**config.mk**
```make
export PLATFORM = sky130hd
export DESIGN_NAME = mmbu_ram
export DESIGN_NICKNAME = d
export VERILOG_FILES = /design/src/hdl/mmbu_ram.sv
export SDC_FILE = /design/constraint.sdc
export NUM_CORES = 1
export LEC_CHECK = 0
export ABC_AREA = 1
export BUFFER_PORTS_ARGS = -buffer_cell sky130_fd_sc_hd__clkbuf_2
export CELL_PAD_IN_SITES_DETAIL_PLACEMENT = 1
export CELL_PAD_IN_SITES_GLOBAL_PLACEMENT = 2
export CORE_UTILIZATION = 37
export CTS_CLUSTER_DIAMETER = 200
export DETAILED_ROUTE_END_ITERATION = 12
export MAX_ROUTING_LAYER = met4
export PLACE_DENSITY_LB_ADDON = 0.25
export SLEW_MARGIN = 20
export SYNTH_ARGS = -nofsm -noshare
export SYNTH_HDL_FRONTEND = slang
export SYNTH_SLANG_ARGS = --single-unit
```
**constraint.sdc**
```tcl
create_clock -name clk_i -period 0.92 [get_ports clk_i]
set_input_delay 0.046 -clock clk_i [delete_from_list [all_inputs] [get_ports clk_i]]
set_output_delay 0.046 -clock clk_i [all_outputs]
set_load 0.005 [all_outputs]
```
**src/hdl/mmbu_ram.sv**
```systemverilog
`timescale 1ns / 1ps
`default_nettype none

module mmbu_ram #(
  parameter int WIDTH = 8,
  parameter int DEPTH = 16
) (
  input  wire logic                         clk_i,
  input  wire logic                         we_i,
  input  wire logic [$clog2(DEPTH)-1:0]     waddr_i,
  input  wire logic [WIDTH-1:0]             wdata_i,
  input  wire logic                         re_i,
  input  wire logic [$clog2(DEPTH)-1:0]     raddr_i,
  output logic      [WIDTH-1:0]             rdata_o
);

  logic [WIDTH-1:0] mem_q [DEPTH];
  logic [WIDTH-1:0] rdata_q;

  always_ff @(posedge clk_i) begin
    if (we_i) begin
      mem_q[waddr_i] <= wdata_i;
    end
    if (re_i) begin
      rdata_q <= mem_q[raddr_i];
    end
  end

  assign rdata_o = rdata_q;

endmodule

`default_nettype wire

```
# Yosys cells after proc, flatten, opt, wreduce, memory -nomap -nowiden

Memory sizes are Yosys's and may differ from the RTL's. A register that Yosys moved wholly into a read port is not among the register bits.
Cells that the tools add are included.

Register bits: 0
Memory bits (writable): 128
Input port bits: 19
Output and inout bits: 8
Memories: 1

Muxes and demuxes: 2

Memory list:

| memory | depth | width | rd ports | clocked after Yosys merged registers in | wr ports | line | RTL |
|---|---|---|---|---|---|---|---|
| mem_q  | 16    | 8     | 1        | 1                                       | 1        | 17   | `logic [WIDTH-1:0] mem_q [DEPTH];` |

Operator list:

| operator         | number |
|---|---|
| 1-bit 2-to-1 mux | 2 |

# Depth between registers and ports, before layout

Depth in word-level cells: 2
Depth in mapped cells: 8

# Worst setup path after synthesis

OpenSTA, ideal clock, no wires.

Kind: input -> register
Start point: input waddr_i[3]
End point: memory mem_q[4][0], enable pin
Setup time: 0.370 ns
Arrival time: 0.627 ns
Required time: 0.550 ns
Setup slack: -0.077 ns
Stages: 2
Buffers on the path: 0
Path through: nand3b_1 -> nor2_1

RTL lines:

| item               | line | RTL |
|---|---|---|
| start: declaration | 10   | `input wire logic [$clog2(DEPTH)-1:0] waddr_i,` |
| end: declaration   | 17   |  |

No word-level cell before the write port.

==> metrics.txt <==
Final Hold Viols 0; H-Tree Depth 4; drt pass-1 iters 4; Die Span X 128 um; Reg clk slew, reported paths 0.06 ns; row count 45; vias in the first global route a little over 4000; hold path endpoint rdata_o[6]; CP required between 1 and 1.5 ns; Clock Path Buffers 2; Area Overhead vs Synth 27.7%; main flop type after synthesis edfxtp_1; first-pass GRT wire length 23900 um; final wirelength 15600 um; detailed placement HPWL 10100 um; Port Buf Inserts 26; Yosys top cell area share 69.8%; top routing layer in use met4; Critical R2R Capture rdata_o[3]; Clock Latency Late Sink 0.43 ns; hold_buf cts 0; share of layout cells above drive strength 1 a little over a quarter; failing checks negative setup slack; synthesized flop and latch total 136; RD Place Congestion 0.765; VDD IR max between 0.9 and 1 mV; Final Skew 0.00590 ns; ANT cells 0; Max stage delay on crit path 0.37 ns; Worst Path Class, Setup reg -> reg; initial core utilization 38.2%; ys async rst share 0%; die area between 15000 and 20000 um^2; CTS Sinks 136; fmax 914 MHz; Crit. End Element flip-flop; min-delay worst type in -> reg; GRT Total Usage 21.6%; WL met1 7400 um; synth top area cells edfxtp_1 70%, nand2_1 11%, nand3_1 8.3%, inv_1 6.4%, buf_6 1.2%; CP max FO 1; Yosys top cell by area edfxtp_1; # IOs 27; crit path DAT 1.27 ns; cell mode on critical path nand3_1; P_leak 0.00319 uW; Mapped Area around 6000 um^2; pwr dens just over 2000 nW/um^2; initial antenna violation count 0; Hold Path Origin re_i; R2R Setup Slk -0.17 ns; Via Count 3969; GRT overflow 0; RSZ-0062 raised after global routing yes; Setup crit start kind flip-flop; critical path, cell by cell inv_1, nand2_1, nand3_1, nand3_1, nand3_1, nand2_2; WL per Instance about 19 um; Tightest Pin Transition 0.491 ns; maxcap violations 0; met3 WL 485 um; CTS tree yes; fin crit period 1.09 ns; worst r2r src mem_q[7][3]; largest net degree at the start of global routing 41; worst path bufs/invs 1; Num CTS Buffers 17; final setup margin -0.174 ns; status finished, violations left; Die Ht 128 um; placed cell areas 6520 um^2; Synth cell types 11; Slew headroom between 60% and 70%; top-count cell post-synth nand2_1; CTS root buffer clkbuf_16; DRC viols 0; Starting DRT DRC Count between 200 and 300; sequential fraction of the synthesis area 69.8%; Final period util 119%; metal2 WL 7460 um; DR vias/cell 4.76; # setup viols final 16; max-slew violations 0; R2R depth 6; Synthesized Nets 570; Crit-path slowest cell edfxtp_1; core area 15300 um^2; Avg Cell Area, Syn 10.6 um^2; synthesized instance count approximately 550; Util after Layout 48.8%; EDFF count, synth 136; top cells by count, synth 173 x nand2_1, 136 x edfxtp_1, 100 x inv_1; Nets 629; Post-DRT Antenna Nets 0; WHS Path Cells 1; yosys warns 0; Crit path max-delay family simple AND/OR/NAND/NOR gates; design area 7470 um^2
## per-layer routing
metal	up-vias	global-route usage, %
met2	65	33.7
li1	1900	-
met3	18	3.92
met1	1986	28.1
met5	-	-
met4	0	8.93
## registers in the layout, indices dropped and copies added (netlist names)
name,cells
rdata_o,8
mem_q,128
## cells by family (layout without fill, tap and decap cells)
logic type | Yosys count | after routing | synth area share, %
DFF | 136 | 136 | 69.8
buffers and inverters | 126 | 198 | 9.39
and+or+nand+nor | 289 | 289 | 20.8
## how the worst max path moves through the flow
stage / start / to / slack, ns / depth (start not counted)
after floorplan: waddr_i[2] / mem_q[11][0] / -0.08 / 2
after global routing: mem_q[4][0] / rdata_o[0] / -0.22 / 6
after CTS: mem_q[12][3] / rdata_o[3] / -0.18 / 6
after global placement: raddr_i[0] / rdata_o[4] / -0.41 / 9
final: mem_q[7][3] / rdata_o[3] / -0.17 / 6
after detailed placement: raddr_i[0] / rdata_o[4] / -0.43 / 9
## cells in the final DEF (no fill, tap or decap), drive strengths merged
cell / count
nand2: 173
edfxtp: 136
inv: 102
nand3: 97
clkbuf: 43
buf: 38
nor2: 17
clkinv: 7
bufinv: 5
clkinvlp: 3
nand3b: 2
## final cells by class
class,count,area [um^2]
Clock inverter,15,208
Timing Repair Buffer,64,566
Sequential cell,136,4080
Tap cell,211,264
Multi-Input combinational cell,289,1540
Inverter,102,383
Clock buffer,17,425
Fill cell,1657,7850
## worst register-to-register path, delay by kind of cell, from the launching register on
family | cells | cell delay (ns)
simple gates | 5 | 0.42
flops | 1 | 0.37
buf+inv | 1 | 0.06
## through the flow
stage	worst slack [ns]	power, uW	instances	hold WS (ns)	TNS, ns
3_3_place_gp	-0.410	8130	802	0.448	-16.11
4_1_cts	-0.183	15500	834	0.0216	-1.99
3_5_place_dp	-0.425	8160	802	0.457	-19.40
5_1_grt	-0.222	15900	834	0.0482	-2.45
6_report	-0.174	15500	834	0.0366	-1.68
2_1_floorplan	-0.0768	7640	551	0.145	-6.60
## power breakdown
group	switching (uW)	internal, uW
clock	2560	4760
combinational	736	383
sequential	40.5	6980
total	3340	12100
## repair_timing
action	in CTS	in global routing
setup buffers	0	0
gates cloned	0	0
gates resized for setup	25	42
setup endpoints to repair	16	16
pin swaps	10	20
(Power assumes the default switching activity.)
